--- src/qte_pkg.sv ---
// Shared types, widths and the arctangent table for the quaternion to
// Euler angle pipeline. No dependencies.
`timescale 1ns / 1ps

package qte_pkg;

    localparam int CORDIC_STEPS = 16;      // legal range 8 to 24
    localparam int ATAN_LEN     = 24;
    localparam int SUM_W        = 34;      // Q3.30 sums
    localparam int CORD_W       = 36;      // CORDIC x/y datapath
    localparam int ANG_W        = 34;      // angle, 2^32 = 2*pi
    localparam int RAD_W        = 62;      // square root radicand
    localparam int ROOT_W       = 31;
    localparam int SQRT_STEPS   = 31;      // one result bit per stage
    localparam int CORDIC_LAT   = CORDIC_STEPS + 2;

    typedef logic signed [15:0] q15_t;

    typedef struct packed {
        q15_t quat_w;
        q15_t quat_x;
        q15_t quat_y;
        q15_t quat_z;
    } quat_t;

    typedef struct packed {
        logic signed [15:0] angle_first;
        logic signed [15:0] angle_middle;
        logic signed [15:0] angle_last;
        logic               asin_clamped;
    } euler_t;

    // atan(2^-i), 2^32 = 2*pi
    function automatic logic signed [ANG_W-1:0] atan_lut(input int idx);
        logic signed [ANG_W-1:0] r;
        case (idx)
            0:  r = 34'sd536870912;
            1:  r = 34'sd316933406;
            2:  r = 34'sd167458907;
            3:  r = 34'sd85004756;
            4:  r = 34'sd42667331;
            5:  r = 34'sd21354465;
            6:  r = 34'sd10679838;
            7:  r = 34'sd5340245;
            8:  r = 34'sd2670163;
            9:  r = 34'sd1335087;
            10: r = 34'sd667544;
            11: r = 34'sd333772;
            12: r = 34'sd166886;
            13: r = 34'sd83443;
            14: r = 34'sd41722;
            15: r = 34'sd20861;
            16: r = 34'sd10430;
            17: r = 34'sd5215;
            18: r = 34'sd2608;
            19: r = 34'sd1304;
            20: r = 34'sd652;
            21: r = 34'sd326;
            22: r = 34'sd163;
            23: r = 34'sd81;
            default: r = '0;
        endcase
        return r;
    endfunction

endpackage

--- src/qte_cordic.sv ---
// Pipelined vectoring CORDIC atan2 with quadrant pre-rotation and rounding
// to a 16-bit binary angle. Depends on qte_pkg.
`timescale 1ns / 1ps

module qte_cordic import qte_pkg::*;
(
    input  logic                    clk,
    input  logic                    en,
    input  logic signed [SUM_W-1:0] num,
    input  logic signed [SUM_W-1:0] den,
    output logic signed [15:0]      angle
);

    localparam logic signed [ANG_W-1:0] QUARTER = ANG_W'(1) << 30;
    localparam logic signed [ANG_W-1:0] HALF_LSB = ANG_W'(32768);

    logic signed [CORD_W-1:0] x_reg   [CORDIC_STEPS+1];
    logic signed [CORD_W-1:0] y_reg   [CORDIC_STEPS+1];
    logic signed [ANG_W-1:0]  ang_reg [CORDIC_STEPS+1];
    logic                     zero_reg [CORDIC_STEPS+1];
    logic signed [15:0]       angle_reg;

    logic signed [CORD_W-1:0] xe;
    logic signed [CORD_W-1:0] ye;
    logic signed [ANG_W-1:0]  rounded;

    assign xe = CORD_W'(den);
    assign ye = CORD_W'(num);

    // fold the left half plane onto the right
    always_ff @(posedge clk)
    begin
        if (en)
        begin
            zero_reg[0] <= (num == '0) && (den == '0);
            if (xe < 0)
            begin
                if (ye >= 0)
                begin
                    x_reg[0]   <= ye;
                    y_reg[0]   <= -xe;
                    ang_reg[0] <= QUARTER;
                end
                else
                begin
                    x_reg[0]   <= -ye;
                    y_reg[0]   <= xe;
                    ang_reg[0] <= -QUARTER;
                end
            end
            else
            begin
                x_reg[0]   <= xe;
                y_reg[0]   <= ye;
                ang_reg[0] <= '0;
            end
        end
    end

    genvar i;
    generate
        for (i = 0; i < CORDIC_STEPS; i++) begin : g_iter
            localparam logic signed [ANG_W-1:0] ATAN_I = atan_lut(i);
            logic signed [CORD_W-1:0] xs;
            logic signed [CORD_W-1:0] ys;
            assign xs = x_reg[i] >>> i;
            assign ys = y_reg[i] >>> i;

            always_ff @(posedge clk)
            begin
                if (en)
                begin
                    zero_reg[i+1] <= zero_reg[i];
                    if (!y_reg[i][CORD_W-1])
                    begin
                        x_reg[i+1]   <= x_reg[i] + ys;
                        y_reg[i+1]   <= y_reg[i] - xs;
                        ang_reg[i+1] <= ang_reg[i] + ATAN_I;
                    end
                    else
                    begin
                        x_reg[i+1]   <= x_reg[i] - ys;
                        y_reg[i+1]   <= y_reg[i] + xs;
                        ang_reg[i+1] <= ang_reg[i] - ATAN_I;
                    end
                end
            end
        end
    endgenerate

    assign rounded = ang_reg[CORDIC_STEPS] + HALF_LSB;

    // round half up, wrap modulo 2^16
    always_ff @(posedge clk)
    begin
        if (en)
        begin
            angle_reg <= zero_reg[CORDIC_STEPS] ? 16'sd0 : rounded[31:16];
        end
    end

    assign angle = angle_reg;

endmodule

--- config.mk ---
export PLATFORM = sky130hd
export DESIGN_NAME = qte_cordic
export DESIGN_NICKNAME = d
export VERILOG_FILES = /design/src/qte_pkg.sv /design/src/qte_cordic.sv
export SDC_FILE = /design/constraint.sdc
export NUM_CORES = 2
export LEC_CHECK = 0
export BUFFER_PORTS_ARGS = -buffer_cell sky130_fd_sc_hd__buf_4
export CORE_MARGIN = 4
export CORE_UTILIZATION = 30
export DETAILED_ROUTE_END_ITERATION = 7
export GPL_TIMING_DRIVEN = 0
export PLACE_DENSITY = 0.55
export SLEW_MARGIN = 20
export SYNTH_ARGS = -nofsm -noshare
export SYNTH_HDL_FRONTEND = slang
export SYNTH_SLANG_ARGS = --single-unit
--- constraint.sdc ---
create_clock -name clk -period 7.6 [get_ports clk]
set_input_delay 1.14 -clock clk [delete_from_list [all_inputs] [get_ports clk]]
set_output_delay 1.14 -clock clk [all_outputs]
set_load 0.05 [all_outputs]
Word-level counts from Yosys, hierarchy flattened
Memories as Yosys holds them, arrays and structs flattened.
Cells that the tools add are included.
{"block": "classes", "n_mux": 163, "n_reduce_logical": 3, "bitwise": 54, "n_lt_le_gt_ge": 2, "addsub": 98}
{"op": "$mux W36", "n": 36}
{"op": "$mux W34", "n": 18}
{"op": "$mux W1", "n": 109}
{"op": "$add A36 B21 Y36", "n": 2}
{"op": "$add A36 B22 Y36", "n": 2}
{"op": "$add A36 B23 Y36", "n": 2}
{"op": "$add A36 B24 Y36", "n": 2}
{"op": "$add A36 B25 Y36", "n": 2}
{"op": "$add A36 B26 Y36", "n": 2}
{"op": "$add A36 B27 Y36", "n": 2}
{"op": "$add A36 B28 Y36", "n": 2}
{"op": "$add A36 B29 Y36", "n": 2}
{"op": "$add A36 B30 Y36", "n": 2}
{"op": "$add A36 B31 Y36", "n": 2}
{"op": "$add A36 B32 Y36", "n": 2}
{"op": "$add A36 B33 Y36", "n": 2}
{"op": "$add A36 B34 Y36", "n": 2}
{"op": "$add A36 B35 Y36", "n": 2}
{"op": "$neg A34 Y36", "n": 2}
{"op": "$sub A36 B21 Y36", "n": 2}
{"op": "$sub A36 B22 Y36", "n": 2}
{"op": "$sub A36 B23 Y36", "n": 2}
{"op": "$sub A36 B24 Y36", "n": 2}
{"op": "$sub A36 B25 Y36", "n": 2}
{"op": "other kinds (50)", "n": 115}
{"block": "word_totals", "out_inout_bits": 16, "ramBits": 1819, "mem_count": 4, "reg_bits": 16, "inputBits": 70, "wordCells": 325}
{"memory": "x_reg", "words": 17, "width": 36, "rd": 16, "rd_ports_with_merged_regs": 0, "write_ports": 17, "line_no": "qte_cordic.sv:17", "text": "logic signed [CORD_W-1:0] x_reg [CORDIC_STEPS+1];"}
{"memory": "y_reg", "words": 17, "width": 36, "rd": 16, "rd_ports_with_merged_regs": 0, "write_ports": 17, "line_no": "qte_cordic.sv:18", "text": "logic signed [CORD_W-1:0] y_reg [CORDIC_STEPS+1];"}
{"memory": "ang_reg", "words": 17, "width": 34, "rd": 17, "rd_ports_with_merged_regs": 0, "write_ports": 17, "line_no": "qte_cordic.sv:19", "text": "logic signed [ANG_W-1:0] ang_reg [CORDIC_STEPS+1];"}
{"memory": "zero_reg", "words": 17, "width": 1, "rd": 17, "rd_ports_with_merged_regs": 0, "write_ports": 17, "line_no": "qte_cordic.sv:20", "text": "logic zero_reg [CORDIC_STEPS+1];"}

Depth between registers and ports, before layout
{"block": "logic_depth", "ltp_word": 7, "ltp_mapped": 23, "ltp_nobuf": 22}

Worst setup path after synthesis
Ideal clock, no wire load.
{"block": "synth_path", "path_kind": "input port to flip-flop", "start": "in en", "end": "mem y_reg[2][34], data pin", "arrival_ps": 5467, "path_stages": 20, "path_slack_ps": 1876, "n_path_buf": 4, "t_required_ps": 7342, "setup_ps": 258, "cell_sequence": "clkbuf_1 clkbuf_1 nand2_1 inv_1 clkbuf_1 buf_1 nor2_1 xor2_1 ha_1 a21o_1 a21oi_1 o21ai_0 a221oi_1 o31ai_1 o21ai_0 o21ai_0 o41ai_1 o21ai_0 a21oi_1 xnor2_1"}
{"element": "from (decl)", "line_no": "qte_cordic.sv:8", "text": "input logic en,"}
{"element": "to (decl)", "line_no": "qte_cordic.sv:18"}

==> flow_metrics.py <==
metrics = {
    "min_path": {
        "worstHoldEndpoint": "zero_reg[6]$_DFFE_PP_",
        "hold_depth": 0,
        "min_path_type": "reg2reg",
        "min_from": "zero_reg[5]$_DFFE_PP_",
    },
    "critical_path": {
        "crit-reg2reg-capture": "y_reg[9][35]$_DFFE_PP_",
        "cp_slowest_stage_delay_ps": 770,
        "r2r_slack_ps": 1260,
        "regToRegStartpoint": "y_reg[8][35]$_DFFE_PP_",
        "critical_path_class": "in2reg",
        "startpoint_type": "primary input",
        "reg2regPathDepth": 17,
        "crit_fanout": 34,
        "path_cells": "buf_4, clkbuf_2, buf_12, clkbuf_2, nand2_1, clkbuf_1, clkbuf_2, o21ai_0, fa_1, a211oi_1, o21ai_0, a211oi_1, o31ai_1, nor4_1, o31a_1, o22ai_1, o41ai_1, o21ai_0, a21oi_1, xnor2_1",
        "crit_required_ps": 8220,
        "crit_slowest_cell": "clkbuf_1",
        "cp_data_arrival_time_ps": 7900,
        "critPathCaptureType": "flop",
    },
    "synth": {
        "synth_flop_cell": "edfxtp_1",
        "syn_nets": 15800,
        "syn-cell-area_um2": 133000,
        "syn-instance-count": 14200,
        "synthArstFlopShare_pct": 0,
        "synth-edff-count": 1526,
        "netlist.area_leader.share_pct": 34.5,
        "ys_ff_latch": 1526,
        "yosysUniqueCellTypes": 90,
        "synth_area_leaders": "edfxtp_1, ha_1, xnor2_1",
        "syn_area_per_cell_um2": 9.39,
        "yosys.area.top_type": "edfxtp_1",
        "ys_warn_count": 0,
        "yosysSeqAreaShare_pct": 34.5,
    },
    "clocking": {
        "clk_pin_slew_ps": 70,
        "htreeDepth": 4,
        "numCtsBuffers": 192,
        "cts_tree": "built",
        "post-cts-setup-buffers": 0,
        "root_buffer": "clkbuf_16",
        "cts-hold-fix-buffers": 0,
        "ctsLongestPathBuffers": 4,
        "insertion_delay_ps": 890,
        "clock-sinks": 1526,
    },
    "timing": {
        "rsz0062_at_grt": "false",
        "final_max_slew_viol_count": 0,
        "setup_viol": 0,
        "final.setup_skew_ps": 44.9,
        "timing.fmax_mhz": 137,
        "whs_ps": 408,
        "fin_setup_tns_ps": 0,
        "worstMarginPinSlew_ps": 1130,
        "relSlewSlack_pct": 25.0,
        "hold_viol_final": 0,
        "post-route-min-period_ps": 7280,
        "finalCritPeriodShare_pct": 95.9,
    },
    "global_routing": {
        "antenna_found_initial": 3,
        "grt_first_pass_wirelength_um": 588000,
        "grt_pass1_vias": 102000,
        "grt-ovfl-total": 0,
        "grtUsageTotal_pct": 16.1,
        "grt_max_degree": 59,
    },
    "drt": {
        "drt_first_pass_iters": 6,
        "wl_per_cell_um": 18.5,
        "ant_nets": 0,
        "drc_errors": 0,
        "vias_per_cell": 5.16,
        "wl_um": 380000,
        "drt_iter0_drc": 7127,
        "vias": 106000,
    },
    "place": {
        "hpwl_um": 310000,
        "gp_congestion": 0.926,
        "port_buffers": 84,
        "placed_cells": 20200,
    },
    "floorplanning": {
        "die_h_um": 674,
        "fp.dieArea_um2": 454000,
        "io_pins": 86,
        "core-area_um2": 441000,
        "start_util_pct": 30.1,
        "rows": 244,
        "die_w_um": 674,
    },
    "finish": {
        "areaGrowthSynthToFinish_pct": 11.7,
        "drive_gt1_share_pct": 4.09,
        "fin_cells": 20500,
        "utilization_pct": 33.6,
        "multi_input_area_um2": 83800,
        "register_area_um2": 45800,
        "fillers": 45600,
        "fin_nets": 16100,
        "largest_reg_flops": 540,
    },
    "flow_run": {
        "maxCapViolCount": 0,
    },
    "run_status": {
        "status": "completed",
    },
}
how the worst max path moves through the flow:
stage                                    to  start  slack, ps  cells after the start
finish              y_reg[12][32]$_DFFE_PP_     en        320                     20
CTS                  y_reg[2][34]$_DFFE_PP_     en        170                     21
global placement     y_reg[2][34]$_DFFE_PP_     en      -3740                     21
detailed placement   y_reg[2][34]$_DFFE_PP_     en      -1540                     22
floorplan            y_reg[2][34]$_DFFE_PP_     en       1880                     20
global route        y_reg[12][32]$_DFFE_PP_     en         80                     21
synthesized netlist by cell type, drive strengths merged (50+ instances only):
| cell type | instances |
|---|---|
| clkbuf | 270 |
| o21a | 220 |
| o41ai | 85 |
| xnor2 | 1300 |
| a21boi | 50 |
| xor2 | 721 |
| a21o | 666 |
| or3 | 122 |
| or4 | 70 |
| and3 | 108 |
| nor2 | 1128 |
| nor4 | 104 |
| edfxtp | 1526 |
| a31oi | 139 |
| and2 | 51 |
| a211oi | 114 |
| inv | 566 |
| nor2b | 234 |
| nand3 | 217 |
| o31ai | 191 |
| a21oi | 1450 |
| o21bai | 163 |
| nor3 | 273 |
| nand4 | 119 |
| o21ai | 912 |
| ha | 1489 |
| o211ai | 75 |
| nand2 | 802 |
| nand2b | 291 |
cells by family (layout without fill, tap and decap cells):
group	count (synthesis)	after routing	synth area share, %
AOI/OAI and AO/OA	4442	4442	21.0
and+or+nand+nor	3701	3701	13.7
xor gates and xnor gates	2021	2021	13.3
adders and majority gates	1529	1529	14.6
DFF	1526	1526	34.5
buffers and inverters	878	1341	2.48
muxes	54	54	0.419
other	0	2	0
through the flow:
stage / setup slack, ps / area [um2]
floorplan: 1880 / 133000
global placement: -3740 / 141000
detailed placement: -1540 / 142000
CTS: 175 / 148000
global route: 84.6 / 148000
finish: 315 / 148000
critical path: cells and delay by family:
| kind | cells | cell delay, ps |
|---|---|---|
| and+or+nand+nor | 2 | 620 |
| xor gates and xnor gates | 1 | 80 |
| buffers and inverters | 6 | 2570 |
| adders and majority gates | 1 | 480 |
| AOI/OAI and AO/OA | 10 | 2870 |
final cells by class:
cell class                      count  area share (%)
Buffer                            299           0.826
Clock buffer                      224            3.39
Sequential cell                  1526            30.9
Inverter                          577            1.46
Multi-Input combinational cell  11700            56.5
Antenna cell                        2         0.00337
Timing Repair Buffer              116           0.963
Tap cell                         5904            4.98
Clock inverter                    125            1.05
routing by layer:
metal  share of wire (%)  GRT usage [%]  up-vias  wire, um
met5                   0              0        -         0
met1                  43           20.1    50000    165000
met4                 3.7           5.64        0     14100
met3                 3.8           1.63      586     14300
li1                    -              -    53100         -
met2                  49           28.8     2171    187000
cells in the final DEF (no fill, tap or decap), types with 271 or more instances in the layout:
cell         n
o21ai_0    911
a21o_1     666
xor2_1     721
nand2_1    800
nor2_1    1128
nor3_1     271
inv_1      562
nand2b_1   291
a21oi_1   1450
xnor2_1   1300
edfxtp_1  1526
ha_1      1489
timing repair:
| action | in CTS | in global routing |
|---|---|---|
| gates resized for setup | 2 | 1 |
| endpoints found under the setup margin | 7 | 4 |
| hold endpoints to repair | 0 | 0 |
Power is not shown: default switching activity piles up to over one toggle a cycle in this logic, so the estimate is an artifact.
